**config.mk**
```make
export PLATFORM = sky130hd
export DESIGN_NAME = kps_ram
export DESIGN_NICKNAME = d
export VERILOG_FILES = /design/src/sv/kps_ram.sv
export SDC_FILE = /design/constraint.sdc
export NUM_CORES = 1
export LEC_CHECK = 0
export BUFFER_PORTS_ARGS = -buffer_cell sky130_fd_sc_hd__buf_2
export CORE_ASPECT_RATIO = 1.1
export CORE_MARGIN = 4
export CORE_UTILIZATION = 55
export CTS_CLUSTER_SIZE = 20
export DETAILED_ROUTE_END_ITERATION = 6
export PLACE_DENSITY = 0.72
export SYNTH_ARGS = -nofsm -noshare
export SYNTH_HDL_FRONTEND = slang
export SYNTH_SLANG_ARGS = --single-unit
```
**constraint.sdc**
```tcl
create_clock -name clk -period 5.34 [get_ports clk]
set_input_delay 1.068 -clock clk [delete_from_list [all_inputs] [get_ports clk]]
set_output_delay 1.068 -clock clk [all_outputs]
set_load 0.1 [all_outputs]
```
**src/sv/kps_ram.sv**
```systemverilog
// Generic single-port synchronous RAM with registered read.
module kps_ram #(
  parameter int WIDTH = 32,
  parameter int DEPTH = 16
) (
  input  logic                     clk,
  input  logic                     we,
  input  logic [$clog2(DEPTH)-1:0] addr,
  input  logic [WIDTH-1:0]         wdata,
  output logic [WIDTH-1:0]         rdata
);

  logic [WIDTH-1:0] mem [DEPTH];

  always_ff @(posedge clk) begin
    if (we) begin
      mem[addr] <= wdata;
    end
    rdata <= mem[addr];
  end

endmodule

```
* Word-level counts from Yosys, hierarchy flattened *
Memory sizes are Yosys's and may differ from the RTL's. A register that Yosys moved wholly into a read port is not among the register bits.
Cells that the tools add are included.
W data, S select, Z words.

word-level totals
  bits of input ports = 38
  memories kept = 1
  output and inout port bits = 32
  ROM bits = 0
  logic and storage cells = 3
  bits in writable memories = 512
  bits in registers = 0
  bits in latches = 0

cells by class
  muxes and demuxes = 2
  reduce and logical (&&, ||, !) cells = 0
  eq/ne operators = 0
  order comparisons = 0
  shift-type cells = 0
  add/subtract/negate cells = 0
  multiply operators = 0
  bitwise operators = 0
  div/mod/pow operators = 0

memories
  name  words  width  read ports  clocked after memory_dff  wr ports  RTL line  RTL
  mem   16     32     1           1                         1         13        logic [WIDTH-1:0] mem [DEPTH];

operators with widths
  kind     count
  $mux W1  2

* Logic depth before layout (Yosys ltp) *
  depth after elaboration = 2
  depth in mapped cells = 6
  depth with buffers taken out = 3

* Worst setup path before layout *
OpenSTA, ideal clock, no wires.

  kind = input -> register
  start = input port addr[1]
  end = memory mem[0][0] (enable)
  data arrival time = 3.849 ns
  path buffers = 3
  setup slack = 1.030 ns
  stages = 4
  data required time = 4.879 ns
  setup time = 0.461 ns
  path through = buf_2 buf_4 clkbuf_1 nor3_1

RTL lines
  what         RTL line  RTL
  from (decl)  8         input logic [$clog2(DEPTH)-1:0] addr,
  to (decl)    13

Straight into the memory's write port.

* Final worst setup path *
  start = input port addr[1]
  end = memory mem[7][2] (enable)

Straight into the memory's write port.

==> key figures <==
Power
  – Static Leak: 7.27 nW
  – Power per cell area: 396 mW/mm2
  – Total power: 8.94 mW
  – Max VDD drop: around 0.25 mV

GRT
  – Initial antenna violation count: 2
  – Vias in the first global route: 9404
  – Largest net degree at the start of global routing: between 100 and 150
  – Global-route wire length before repair: 61800 um
  – GRT Util Overall: 21.2%
  – Grt total ovfl: 0

Logic synthesis
  – Mapped Area: 0.0199 mm2
  – Synth unique cells: 17
  – Syn. warnings: 0
  – #FFs+latches synth: 544
  – Post-synth net total: 878
  – Sequential fraction of the synthesis area: 80.6%
  – Cells after synthesis: 840
  – Average cell area after synthesis: ~24 um2

Clock tree
  – Htree depth: 2
  – Root Buffer: clkbuf_16
  – Number of hold buffers added after CTS: 0
  – CTS resizes: 0
  – Clock latency at the later pin of the worst-skew pair: about 0.57 ns
  – CTS clk-pin slew, worst paths: roughly 0.060 ns
  – CTS tree: yes
  – Post-CTS setup buffers: 0
  – CTS Buffer Depth: 3
  – CTS Buf Count: 51
  – Clock sink count: 544

Final layout
  – Filler cells: 2305
  – # diodes: 0
  – Final net count: 981
  – Layout cells sized above 1: 33.0%
  – Area Overhead vs Synth: 13.7%
  – Commonest non-fill, non-tap cell in the layout: edfxtp_1
  – Most frequent cells in the layout: edfxtp_1, mux4_2, buf_2

Die
  – Die footprint: 0.0392 mm2
  – IO Pins: 70
  – Initial core utilization: 56.1%
  – Num rows: 72
  – Core Area: ~0.035 mm2
  – Die Wd: between 150 and 200 um
  – Vert. Die Dim: 207 um

Detailed routing
  – DR WL/cell: 27.8 um
  – Iteration-0 DRC Markers: 1029
  – Post-DRT Antenna Nets: 0
  – Vias: about 9k
  – Routed Wire Length: 40800 um
  – Drt first pass iters: 5
  – DRC: 0
  – Via density: around 6.2

Critical path
  – CP bufs+invs: 2
  – Startpoint type of the worst setup path: input pin
  – Crit path capture type: flip-flop
  – Critical path cell sequence: buf_6, nand2_1, nor2_4, buf_4
  – Worst Path Required: approximately 5.6 ns
  – Critical path fanouts, max: 67
  – CP peak stage delay: 0.86 ns
  – WP data arrival: 3.30 ns
  – CP max-delay cell: nor2_4
  – Critical Setup Path Class: input pin to flip-flop
  – Family with the most delay on the worst path: simple AND/OR/NAND/NOR gates

STA
  – Clock Skew: ~0.017 ns
  – Max-slew headroom: 24.3%
  – Fmax: around 330 MHz
  – RSZ-0062 raised after global routing: no
  – Period utilization: a little under three fifths
  – Worst-Margin Slew: roughly 1.1 ns
  – Endpoints failing hold: 0
  – Fin Hold WS: 0.671 ns
  – Final Max Tran Viols: 0
  – Setup Viol. Count Final: 0
  – Period minus WS final: between 3 and 4 ns
  – TNS Setup: 0 ns

Flow run
  – Total of max-cap violations: 0

Run status
  – Run status: complete, no violations

Placed design
  – Port Buffers: just under 70
  – Post-DP HPWL: 21000 um
  – GPL Wtd Cong: 0.717

Hold path
  – Worst hold-check path type: flip-flop to flip-flop
==> sequential cells by signal, indices dropped and copies added (netlist names) <==
| name | cells |
|---|---|
| rdata | 32 |
| mem | 512 |
==> synth_stat cells (all sizes together) <==
master  number  area share, %
nand2b       2          0.063
dfxtp       32            3.2
and2         1          0.032
or3b         1          0.044
edfxtp     512             77
nor3         4           0.10
mux4       128             15
a22oi       64            2.4
nand3b       2          0.076
buf         18           0.66
nor2        13           0.25
nor2b        2          0.063
nand3        1          0.025
nand2       33           0.62
clkbuf      27           0.51
==> final cells by class <==
type	count	area, um2	share of cell area, %
sequential	544	16000	70.9
multi-input combinational	251	3750	16.6
clock buffer	72	1480	6.54
tap	481	602	2.66
timing repair buffer	95	568	2.51
clock inverter	23	180	0.797
==> where the power goes <==
group / switching, mW / internal [mW]
Clock: 1.49 / 2.03
Combinational: 0.443 / 0.168
Sequential: 0.0308 / 4.77
Total: 1.97 / 6.97
==> stage by stage <==
stage | setup WS, ns | instance area, um2 | utilization (%) | std cells
5_1_grt | 2.18 | 22600 | 63.8 | 1466
3_3_place_gp | 1.73 | 20900 | 59.1 | 1371
2_1_floorplan | 1.03 | 19900 | - | 840
3_5_place_dp | 1.70 | 20900 | 59.1 | 1371
4_1_cts | 2.30 | 22600 | 63.8 | 1466
6_report | 2.29 | 22600 | 63.8 | 1466
==> kinds of logic (layout without fill, tap and decap cells) <==
kind of cell,Yosys count,count (layout),share of synthesized area [%]
flops,544,544,80.6
compound gates,64,64,2.42
buf+inv,45,190,1.17
mux,128,128,14.5
simple gates,59,59,1.27
==> worst paths after layout <==
kind                            startpoint         to  slack [ns]  depth (start not counted)
worst max-delay path               addr[1]  mem[7][2]        2.29                          4
worst min register to register  mem[14][9]   rdata[9]        0.67                          3
worst max register to register  mem[3][20]  rdata[20]        3.98                          3
worst min-delay path            mem[14][9]   rdata[9]        0.67                          3
==> metal layers <==
metal | share of wire [%] | track usage, % | vias to the layer above
met5 | 0.032 | 0 | -
met4 | 1.5 | 4.27 | 2
met2 | 48 | 32.4 | 437
met3 | 8.6 | 3.88 | 48
met1 | 42 | 33.2 | 4765
li1 | - | - | 3782
==> tightest hold or removal path, stage by stage, from the launching register on <==
cell and delay [ns]:
edfxtp_1 0.32, mux4_2 0.22, a22oi_1 0.06, nand2_1 0.05
No activity file was read; power rests on OpenSTA's default activity.
