--- config.mk ---
export PLATFORM = sky130hd
export DESIGN_NAME = kps_div
export DESIGN_NICKNAME = d
export VERILOG_FILES = /design/src/sv/kps_pkg.sv /design/src/sv/kps_div.sv
export SDC_FILE = /design/constraint.sdc
export NUM_CORES = 1
export LEC_CHECK = 0
export CAP_MARGIN = 20
export CORE_ASPECT_RATIO = 0.6
export CORE_MARGIN = 10
export CORE_UTILIZATION = 58
export CTS_CLUSTER_SIZE = 30
export DETAILED_ROUTE_END_ITERATION = 8
export DONT_BUFFER_PORTS = 1
export PLACE_DENSITY = 0.8
export SETUP_SLACK_MARGIN = 0.02
export SLEW_MARGIN = 20
export SYNTH_ARGS = -nofsm -noshare
export SYNTH_HDL_FRONTEND = slang
export SYNTH_SLANG_ARGS = --single-unit
--- constraint.sdc ---
create_clock -name clk -period 3.2 [get_ports clk]
set_input_delay 0.32 -clock clk [delete_from_list [all_inputs] [get_ports clk]]
set_output_delay 0.32 -clock clk [all_outputs]
set_load 0.005 [all_outputs]
--- src/sv/kps_pkg.sv ---
// Shared constants, codes and types of the keyframe pose sampler.
package kps_pkg;

  localparam int MAX_CHANNELS = 64;
  localparam int MAX_KEYS = 64;
  localparam int NUM_TRACKS = 3;
  localparam int NUM_TRK = MAX_CHANNELS * NUM_TRACKS;
  localparam int NUM_SLOTS = NUM_TRK * MAX_KEYS;
  localparam int TRK_W = $clog2(NUM_TRK);
  localparam int KEY_AW = $clog2(NUM_SLOTS);
  localparam int CNT_W = $clog2(MAX_KEYS + 1);
  localparam int DIV_NUM_W = 49;
  localparam int DIV_Q_W = 17;

  localparam logic [16:0] Q_ONE = 17'h10000;
  localparam logic [31:0] Q_ONE_W = 32'h0001_0000;

  localparam logic [2:0] CMD_LOAD_T = 3'd0;
  localparam logic [2:0] CMD_LOAD_R = 3'd1;
  localparam logic [2:0] CMD_LOAD_S = 3'd2;
  localparam logic [2:0] CMD_SAMPLE = 3'd3;
  localparam logic [2:0] CMD_CLEAR = 3'd4;

  localparam logic [1:0] ST_SAMPLED = 2'd0;
  localparam logic [1:0] ST_STORED = 2'd1;
  localparam logic [1:0] ST_FULL = 2'd2;
  localparam logic [1:0] ST_RANGE = 2'd3;

  typedef struct packed {
    logic [2:0] cmd;
    logic [6:0] channel;
    logic [31:0] sample_time;
    logic signed [31:0] value_x;
    logic signed [31:0] value_y;
    logic signed [31:0] value_z;
    logic signed [31:0] value_w;
  } item_t;

  typedef struct packed {
    logic [1:0] status;
    logic signed [31:0] trans_x;
    logic signed [31:0] trans_y;
    logic signed [31:0] trans_z;
    logic signed [31:0] rot_w;
    logic signed [31:0] rot_x;
    logic signed [31:0] rot_y;
    logic signed [31:0] rot_z;
    logic signed [31:0] scale_x;
    logic signed [31:0] scale_y;
    logic signed [31:0] scale_z;
  } result_t;

  typedef struct packed {
    logic [31:0] key_time;
    logic [31:0] comp_w;
    logic [31:0] comp_z;
    logic [31:0] comp_y;
    logic [31:0] comp_x;
  } key_word_t;

  typedef logic signed [32:0] qcomp_t;

  typedef struct packed {
    logic start;
    logic [DIV_NUM_W-1:0] num;
    logic [31:0] den;
  } div_req_t;

  typedef struct packed {
    logic done;
    logic [DIV_Q_W-1:0] quot;
  } div_rsp_t;

endpackage

--- src/sv/kps_div.sv ---
// Restoring divider producing a 17-bit quotient, one bit per cycle.
module kps_div import kps_pkg::*; (
  input  logic     clk,
  input  logic     rst,
  input  div_req_t req,
  output div_rsp_t rsp
);

  logic [31:0] rem;
  logic [DIV_Q_W-1:0] numsh;
  logic [31:0] den;
  logic [DIV_Q_W-1:0] quot;
  logic [4:0] cnt;
  logic run;
  logic done_r;
  logic [32:0] trial;

  assign trial = {rem, numsh[DIV_Q_W-1]};

  always_ff @(posedge clk) begin
    if (rst) begin
      run <= 1'b0;
      done_r <= 1'b0;
    end else begin
      done_r <= 1'b0;
      if (req.start) begin
        rem <= req.num[DIV_NUM_W-1:DIV_Q_W];
        numsh <= req.num[DIV_Q_W-1:0];
        den <= req.den;
        cnt <= 5'(DIV_Q_W - 1);
        run <= 1'b1;
      end else if (run) begin
        if (trial >= {1'b0, den}) begin
          rem <= 32'(trial - {1'b0, den});
          quot <= {quot[DIV_Q_W-2:0], 1'b1};
        end else begin
          rem <= trial[31:0];
          quot <= {quot[DIV_Q_W-2:0], 1'b0};
        end
        numsh <= {numsh[DIV_Q_W-2:0], 1'b0};
        if (cnt == 5'd0) begin
          run <= 1'b0;
          done_r <= 1'b1;
        end else begin
          cnt <= cnt - 5'd1;
        end
      end
    end
  end

  assign rsp.done = done_r;
  assign rsp.quot = quot;

endmodule

After elaboration in Yosys (flattened, before gate mapping)
Index checks and enable logic that the tools add are counted.
- register bits after elaboration: 105
- bits of input ports: 84
- output and inout port bits: 18
- word-level logic and storage cells: 33
- add/subtract/negate cells: 2
- $lt $le $gt $ge: 1
- equal/unequal tests: 1
- multiplexer cells: 12
- bitwise gates (word level): 3
- reduce and logical (&&, ||, !) cells: 7
- operators by type and width (operator ; number):
    $mux 32 ; 3
    $mux 17 ; 2
    $ge 33x32->1 ; 1
    $sub 32x32->32 ; 1
    $mux 5 ; 2
    $reduce_and 3->1 ; 2
    $logic_not 5->1 ; 1
    $mux 1 ; 5
    $sub 5x1->5 const B ; 1
    $reduce_and 2->1 ; 2
    $not 1->1 ; 3
    $reduce_or 3->1 ; 1
    $ne 2x2->1 const B ; 1
    $reduce_bool 2->1 ; 1

Logic depth before layout (Yosys ltp)
Gate-level depths: netlist of the first run.
- word-level depth: 4
- gate-level depth with buffers: 14
- mapped depth without buffers: 13

Worst setup path before layout of the first run
OpenSTA, ideal clock, no wires.
- kind: input to register
- from: input port req[81] in the netlist's numbering
- to: register numsh[0] (enable)
- setup time: 0.456 ns
- data arrival time: 2.868 ns
- data required time: 2.744 ns
- setup slack: -0.124 ns
- stages on the path: 3
- path buffers: 1
- cells stage by stage: buf_1 > nor2_1 > nor2_1
- word-level cells in the longest chain between the ends: 2
- ends and longest elaborated chain (element ; line ; source):
    from (decl) ; kps_div.sv:5 ; input div_req_t req,
    $reduce_bool 2->1 (no source line) ; - ;
    $reduce_and 2->1 (no source line) ; - ;
    to (signal assigned) ; kps_div.sv:28 ; numsh <= req.num[DIV_Q_W-1:0];
    to (signal assigned) ; kps_div.sv:40 ; numsh <= {numsh[DIV_Q_W-2:0], 1'b0};
    to (decl) ; kps_div.sv:10 ; logic [DIV_Q_W-1:0] numsh;
Every way passes these cells.
A chain may end at the register's enable or synchronous reset.

Worst setup path after layout of the first run
- from: register numsh[16]
- to: register rem[30] (data pin)
- word-level cells in the longest chain between the ends: 4
- elaborated cells on any way between the ends: 5
- those cells by class: add/sub (1); order compare (1); mux (3)
- ends and longest elaborated chain (element ; line ; source):
    $sub 32x32->32 or $ge 33x32->1 (tied branches) ; kps_div.sv:34, kps_div.sv:33 ;
    $mux 32 * ; kps_div.sv:33 ; if (trial >= {1'b0, den}) begin
    $mux 32 * ; kps_div.sv:32 ; end else if (run) begin
    $mux 32 * ; kps_div.sv:26 ; if (req.start) begin
    to (signal assigned) ; kps_div.sv:27 ; rem <= req.num[DIV_NUM_W-1:DIV_Q_W];
    to (signal assigned) ; kps_div.sv:34 ; rem <= 32'(trial - {1'b0, den});
    to (signal assigned) ; kps_div.sv:37 ; rem <= trial[31:0];
    to (decl) ; kps_div.sv:9 ; logic [31:0] rem;
Mark *: on every way between the ends. The rest lies on a longest branch, timed or not. The select of a mux whose other input is x is not followed.

==> reports/results.txt, run 1 <==
routed via count: 4264
Final Hold Viols: 0
Final min period: 3.17 ns
YS warnings: 0
first-pass GRT wire length: 22400 microns
wire per inst: 21.0 microns
Syn Inst Count: 544
top post-synthesis cells by area: edfxtp_1 (51%), ha_1 (6.8%), a21oi_1 (4.9%), mux2_2 (4.4%), inv_1 (3.3%)
initial antenna violation count: 1
skew final: 0.00569 ns
GRT Overall Usage: 0.182
DR vias/cell: 6.20
Min Hold Slack: 0.0464 ns
vias in the first global route: 4180
LEAKAGE: 2.58 nW
Filler cells: 788
CTS tree: built
Psw: 0.00111 W
crit path from: numsh[16]$_DFFE_PP_
clk buf depth: 2
Crit path max-delay family: compound AO/OA/AOI/OAI gates
CTS clock-pin slew for the worst setup and hold paths: 0.07 ns
Die H: 99.3 microns
post-synth top area share: 0.509
Slew @ Worst Pin: 0.779 ns
GPL Wtd Cong: 0.905
CP Cell Sequence: inv_1 -> ha_2 -> inv_2 -> fa_2 -> a211oi_4 -> o21ai_2 -> a311oi_2 -> a21o_2 -> a31oi_4 -> a221oi_2 -> xor2_1 -> a21oi_1 -> mux2_4
Core Region: 0.0101 sq mm
Rows: 28
CP bufs+invs: 2
FF+latch area: 0.00313 sq mm
Pre-Repair DR Iteration Count: 5
die area: 0.0151 sq mm
switch share: 0.301
Clock Sink Count: 105
gr ovfl total: 0
syn_area_per_cell: 11.2 sq um
FF-to-FF Start: numsh[16]$_DFFE_PP_
Layout area overhead: 7.90%
Logic pwr share: 0.263
timing-limited maximum frequency: 0.316 GHz
CP Launch Type: flip-flop
cell internal pwr: 0.00258 W
WP data arrival: 3.27 ns
Max Cap Viol: 0
Crit. End Element: flip-flop
share of layout cells above drive strength 1: 0.161
clock share of power: 0.280
Flop pwr share: 0.457
Mapped Nets: 662
Netlist cell types: 61
Critical Path RT: 3.30 ns
largest net degree at the start of global routing: 59
Power Density: 562 mW/mm^2
IO Pins: 102
CTS Hold Buffers Added: 0
most common cell after layout, fill and taps aside: edfxtp_1
cts bufs inserted: 9
setup TNS: 0 ns
H-tree lvl count: 3
launch point of the worst hold path: rst
commonest cells after routing, fill and taps aside: edfxtp_1 (103), a21oi_1 (58), inv_1 (53), nand2_1 (35), nor2_1 (33)
ys flop type: edfxtp_1
die width: 152 microns
RSZ-0062 raised after global routing: yes
cell taking the most area after synthesis: edfxtp_1
fin nets: 665
EDFF count, synth: 103
Slew HR: 0.478
Multi-input gate area: 0.00266 sq mm
hold crit path type: input port to flip-flop
final slew viol count: 0
# DRC: 0
Starting Density: 0.605
Max Fanout on Critical Path: 4
Tcrit/Tclk final: 0.990
DPL Wire Length: 10600 microns
status: finished clean
ys async rst share: 0
Final ANT Viol Nets: 0
Peak VDD IR: 0.292 mV
Setup Viol. Count Final: 0
Port Buf Inserts: 0
DRT iter0 DRCs: 425
sequential share of the synthesized area: 0.515
root buffer cell: clkbuf_16
Max stage delay on crit path: 0.41 ns
CP max-delay cell: fa_2
synthesized flop and latch total: 105
crit path kind: flip-flop to flip-flop
Netlist Area Pre-Place: 0.00608 sq mm
Worst-Skew Late Latency: 0.35 ns
DRT Wirelength: 14400 microns
flip-flops by register name, indices dropped and copies added, names as in the netlist:
| signal | cells |
|---|---|
| cnt | 5 |
| den | 32 |
| done_r | 1 |
| numsh | 17 |
| quot | 17 |
| rem | 32 |
| run | 1 |
synthesized netlist by cell type (2+ instances only):
library cell    n
nor2b_1         3
mux2_2         24
and2_1          3
nor2_1         35
buf_6           4
clkbuf_1        6
a31oi_1        10
o21ai_0        16
xnor2_1        16
buf_1           5
o21a_1          4
nand2b_1        2
nand4_1         6
and3_1          4
nand2_1        35
nand3_1         7
a221oi_2        2
inv_1          54
buf_4           2
edfxtp_1      103
or2_2           2
ha_1           33
a21o_1         20
a211oi_2       11
xor2_1         15
o21bai_1        6
nor3b_1         2
a21oi_1        60
buf_2           4
a211oi_1        4
and3_4          2
or3_1           2
dfxtp_1         2
o21ai_1        10
nor3_1          4
layer usage:
| layer | wire length, microns | GRT usage | vias up | share of wire |
|---|---|---|---|---|
| li1 | - | - | 1997 | - |
| met1 | 6800 | 0.251 | 2063 | 0.47 |
| met2 | 6190 | 0.278 | 185 | 0.43 |
| met3 | 1280 | 0.0555 | 19 | 0.088 |
| met4 | 158 | 0.0361 | 0 | 0.011 |
| met5 | 0 | 0 | - | 0 |
power groups by stage:
stage	combinational [W]	clock (W)	sequential (W)
after floorplan	0.000742	0	0.00170
after global placement	0.000887	0	0.00171
after detailed placement	0.000922	0	0.00171
after CTS	0.000931	0.00105	0.00169
after global routing	0.00106	0.00111	0.00170
final	0.000970	0.00103	0.00169
logic make-up after synthesis:
| family | after synthesis | synth area share |
|---|---|---|
| AO/OA/AOI/OAI | 160 | 0.180 |
| AND/OR/NAND/NOR | 112 | 0.0877 |
| flip-flops | 105 | 0.515 |
| buffers and inverters | 77 | 0.0549 |
| adder cells (fa/ha/maj) | 34 | 0.0712 |
| XOR/XNOR | 31 | 0.0447 |
| multiplexers | 25 | 0.0461 |
worst register-to-register path, cell delays in order (launching register included):
cell and delay [ns]:
edfxtp_1 0.39, inv_1 0.08, ha_2 0.18, inv_2 0.04, fa_2 0.41, a211oi_4 0.34, o21ai_2 0.10, a311oi_2 0.24
a21o_2 0.22, a31oi_4 0.12, a221oi_2 0.28, xor2_1 0.18, a21oi_1 0.09, mux2_4 0.26
final timing paths:
| kind | to | slack, ns | cells after the start |
|---|---|---|---|
| worst max register to register | rem[30]$_DFFE_PP_ | 0.03 | 13 |
| worst max-delay path | rem[30]$_DFFE_PP_ | 0.03 | 13 |
| worst min-delay path | run$_SDFF_PP0_ | 0.05 | 1 |
| worst min register to register | quot[3]$_DFFE_PP_ | 0.49 | 0 |
per-stage QoR:
step | std cells | utilization | worst slack [ns] | instance area [sq um] | total power, W
CTS | 684 | 0.647 | 0.0225 | 6510 | 0.00366
finish | 688 | 0.653 | 0.0327 | 6560 | 0.00369
global route | 687 | 0.652 | -0.104 | 6560 | 0.00387
detailed placement | 668 | 0.620 | -0.0144 | 6230 | 0.00264
global placement | 668 | 0.620 | 0.106 | 6230 | 0.00260
floorplan | 544 | - | 0.289 | 6080 | 0.00244
final cells by class:
type | count | area share
Sequential cell | 105 | 0.477
Multi-Input combinational cell | 362 | 0.405
Timing Repair Buffer | 13 | 0.0168
Antenna cell | 1 | 0.000381
Tap cell | 135 | 0.0257
Clock inverter | 7 | 0.00801
Inverter | 56 | 0.0324
Clock buffer | 9 | 0.0343
what timing repair did:
item	CTS	global route
pin swaps	1	10
gates resized for setup	0	8
setup endpoints to repair	1	3
setup buffers	0	3
Note: power is estimated with default switching activity, not from simulation.
==> inputs of run 2 (changes only) <==
Settings changed: CORE_ASPECT_RATIO 0.6 to 1.25.
==> reports/results.txt, run 2 (synthesis gave the netlist of run 1 again) <==
Rows: 41
Final min period: 3.03 ns
Final Hold Viols: 0
Largest regs: den x32, rem x32
skew final: 0.00975 ns
gr ovfl total: 0
first-pass GRT wire length: 21500 microns
Starting Density: 0.599
DRT Wirelength: 13300 microns
crit path kind: flip-flop to flip-flop
WP data arrival: 3.14 ns
timing-limited maximum frequency: 0.330 GHz
fin nets: 662
CTS tree: built
hold crit path type: input port to flip-flop
hold depth: 1
Port Buf Inserts: 0
Max Cap Viol: 0
H-tree lvl count: 3
Slew HR: 0.436
GRT Overall Usage: 0.176
root buffer cell: clkbuf_16
CP Cell Sequence: inv_1 -> ha_1 -> inv_1 -> fa_2 -> a211oi_2 -> o21ai_1 -> a311oi_2 -> a21o_2 -> a31oi_4 -> a221oi_2 -> xor2_1 -> a21oi_1 -> mux2_2
DR vias/cell: 6.04
Final ANT Viol Nets: 0
Pre-Repair DR Iteration Count: 4
Layout area overhead: 6.91%
Core Region: 0.0102 sq mm
initial antenna violation count: 0
clk buf depth: 2
Crit. End Element: flip-flop
R2R depth: 13
largest net degree at the start of global routing: 59
Die H: 134 microns
IO Pins: 102
Post-CTS Setup Bufs: 0
setup TNS: 0 ns
most common cell after layout, fill and taps aside: edfxtp_1
commonest cells after routing, fill and taps aside: edfxtp_1 (103), a21oi_1 (59), inv_1 (54), nand2_1 (35)
Clock Sink Count: 105
wire per inst: 19.6 microns
vias in the first global route: 4263
LEAKAGE: 2.55 nW
# DRC: 0
cts bufs inserted: 9
Top Metal Used: met4
DPL Wire Length: 9780 microns
antenna fix cells: 0
CTS clock-pin slew for the worst setup and hold paths: 0.07 ns
met3 WL post-DR: 957 microns
RSZ-0062 raised after global routing: no
Critical Path RT: 3.31 ns
CP max-delay cell: edfxtp_1
final slew viol count: 0
Worst-Skew Late Latency: 0.35 ns
Slew @ Worst Pin: 0.841 ns
status: finished clean
DRT iter0 DRCs: 232
Post-Layout Cell Count: 678
Setup Viol. Count Final: 0
GPL Wtd Cong: 0.905
most frequent CP cell: inv_1
WL met1: 5380 microns
met2 WL post-DR: 6620 microns
die width: 112 microns
die area: 0.0150 sq mm
Tcrit/Tclk final: 0.947
dpl cells: 662
CP Launch Type: flip-flop
Power Density: 559 mW/mm^2
Max Fanout on Critical Path: 4
Peak VDD IR: 0.352 mV
routed via count: 4093
Max stage delay on crit path: 0.39 ns
share of layout cells above drive strength 1: 0.149
CTS Hold Buffers Added: 0
run 2: per-stage QoR:
step	power, W	setup WS, ns	util	instance area (sq um)	hold slack, ns
after floorplan	0.00244	0.289	-	6080	0.393
after global placement	0.00258	0.139	0.611	6210	0.395
after detailed placement	0.00260	0.0330	0.611	6210	0.399
after CTS	0.00365	0.0237	0.639	6490	0.0265
after global routing	0.00382	0.0393	0.640	6500	0.0243
final	0.00363	0.170	0.640	6500	0.0326
run 2: cell type report:
type                    count  area, sq um
repair buffers             10         78.8
clock inverters             6         51.3
well taps                 129          161
fillers                   790         3660
clock buffers              10          229
inverters                  56          213
multi-input cells         362         2640
flip-flops and latches    105         3130
run 2: what timing repair did:
action	in CTS	in global routing
resized for setup	0	3
setup endpoints to repair	0	13
hold endpoints to repair	0	0
run 2: final timing paths:
kind | start | to | slack (ns)
worst max-delay path | numsh[16]$_DFFE_PP_ | rem[30]$_DFFE_PP_ | 0.17
worst min-delay path | rst | run$_SDFF_PP0_ | 0.03
worst max register to register | numsh[16]$_DFFE_PP_ | rem[30]$_DFFE_PP_ | 0.17
worst min register to register | quot[2]$_DFFE_PP_ | quot[3]$_DFFE_PP_ | 0.49
run 2: per-layer routing:
layer / GRT usage / up-vias
li1: - / 1978
met1: 0.195 / 1970
met2: 0.300 / 117
met3: 0.0585 / 28
met4: 0.0758 / 0
met5: 0 / -
run 2: worst max-delay path: cells and delay by family (launching register included):
family,cells,cell delay [ns]
AO/OA/AOI/OAI,7,1.31
multiplexers,1,0.27
XOR/XNOR,1,0.17
buffers and inverters,2,0.12
adder cells (fa/ha/maj),2,0.52
flip-flops,1,0.39
run 2: where the power goes:
group          total, W  internal (W)  switching (W)  leakage [nW]
Sequential      0.00168       0.00164      0.0000451         0.984
Clock           0.00105      0.000538       0.000510         0.127
Combinational  0.000903      0.000387       0.000516          1.43
Total           0.00363       0.00256        0.00107          2.55
==> inputs of run 3 (changes only) <==
Settings changed: PLACE_DENSITY 0.8 to 0.76.
==> reports/results.txt, run 3 (synthesis gave the netlist of run 1 again) <==
status: finished clean
Slew HR: 0.351
most common cell after layout, fill and taps aside: edfxtp_1
Port Buf Inserts: 0
# DRC: 0
CP Launch Type: flip-flop
CP bufs+invs: 2
routed via count: 4130
Final Hold Viols: 0
CTS Hold Buffers Added: 0
final slew viol count: 0
skew final: 0.00490 ns
Largest regs: den x32, rem x32
Max Cap Viol: 0
vias in the first global route: 4221
Setup Viol. Count Final: 0
share of layout cells above drive strength 1: 0.163
die width: 112 microns
Tcrit/Tclk final: 0.945
Final ANT Viol Nets: 0
Power Total: 0.00382 W
GRT Overall Usage: 0.172
FF-to-FF Start: numsh[16]$_DFFE_PP_
DRT Wirelength: 13100 microns
Peak VDD IR: 0.261 mV
Slew @ Worst Pin: 0.972 ns
Pre-Repair DR Iteration Count: 4
Clock Sink Count: 105
DR vias/cell: 6.06
CP Cell Sequence: inv_2 -> ha_4 -> inv_2 -> fa_2 -> a211oi_2 -> o21ai_2 -> a311oi_2 -> a21o_2 -> a31oi_4 -> a221oi_2 -> xor2_1 -> a21oi_1 -> mux2_2
root buffer cell: clkbuf_16
R2R depth: 13
DPL Wire Length: 9850 microns
H-tree lvl count: 3
Layout area overhead: 8.46%
Critical Path RT: 3.31 ns
initial antenna violation count: 0
setup TNS: 0 ns
LEAKAGE: 2.60 nW
commonest cells after routing, fill and taps aside: edfxtp_1 (103), a21oi_1 (60), inv_1 (52), nand2_1 (35), nor2_1 (33)
CTS tree: built
Core Region: 0.0102 sq mm
cts bufs inserted: 9
hold depth: 1
Filler cells: 781
hold crit path type: input port to flip-flop
Rows: 41
launch point of the worst hold path: rst
Max stage delay on crit path: 0.41 ns
largest net degree at the start of global routing: 59
Worst-Skew Late Latency: 0.36 ns
CTS clock-pin slew for the worst setup and hold paths: 0.07 ns
Crit path depth: 13
most frequent CP cell: inv_2
Power Density: 579 mW/mm^2
Die H: 134 microns
Final WS setup: 0.175 ns
Crit path max-delay family: compound AO/OA/AOI/OAI gates
gr ovfl total: 0
wire per inst: 19.2 microns
clk buf depth: 2
Starting Density: 0.599
Max Fanout on Critical Path: 4
crit path from: numsh[16]$_DFFE_PP_
IO Pins: 102
die area: 0.0150 sq mm
GPL Wtd Cong: 0.955
CP max-delay cell: edfxtp_1
RSZ-0062 raised after global routing: no
DRT iter0 DRCs: 167
WP data arrival: 3.14 ns
fin nets: 666
crit path kind: flip-flop to flip-flop
Crit. End Element: flip-flop
pre-CTS setup slack: 0.0633 ns
Final min period: 3.02 ns
antenna fix cells: 0
first-pass GRT wire length: 21000 microns
timing-limited maximum frequency: 0.331 GHz
==> run 3: cell types whose count changed in the layout (fill, tap and decap cells not counted), moves of 2 or more <==
cell,delta
clkinvlp_4,-2
buf_4,+5
inv_8,+2
inv_1,-2
bufinv_16,+2
inv_2,+2
==> run 3: area by class of cell <==
class	instances	area, sq um	area share
sequential	105	3130	0.475
multi-input combinational	362	2650	0.401
clock buffer	9	225	0.0341
inverter	56	213	0.0323
tap	129	161	0.0245
clock inverter	7	110	0.0167
timing repair buffer	14	105	0.0159
==> run 3: path summary, 6_finish.rpt <==
path	endpoint	slack [ns]
max	rem[30]$_DFFE_PP_	0.18
min	run$_SDFF_PP0_	0.04
max reg2reg	rem[30]$_DFFE_PP_	0.18
min reg2reg	quot[6]$_DFFE_PP_	0.49
==> run 3: stage by stage <==
stage	std cells	hold slack, ns	cell area, sq um	utilization
2_1_floorplan	544	0.393	6080	-
3_3_place_gp	664	0.398	6230	0.613
3_5_place_dp	664	0.407	6230	0.613
4_1_cts	680	0.0312	6560	0.646
5_1_grt	682	0.0327	6600	0.649
6_report	682	0.0390	6600	0.649
==> run 3: metal layers <==
| metal | share of wire | global-route usage | routed length (microns) |
|---|---|---|---|
| met3 | 0.072 | 0.0656 | 944 |
| met5 | 0 | 0 | 0 |
| met1 | 0.39 | 0.183 | 5080 |
| met4 | 0.023 | 0.0694 | 305 |
| met2 | 0.52 | 0.300 | 6750 |
==> run 3: power breakdown <==
part           switching, W  total (W)  leakage, nW  internal (W)
sequential        0.0000460    0.00168        0.984       0.00164
clock              0.000523    0.00123        0.162      0.000705
combinational      0.000514   0.000909         1.45      0.000395
total               0.00108    0.00382         2.60       0.00274
==> run 3: repair_timing <==
action                                  in CTS  in global routing
setup buffers                                0                  2
endpoints found under the setup margin       0                  2
resized for setup                            0                  6
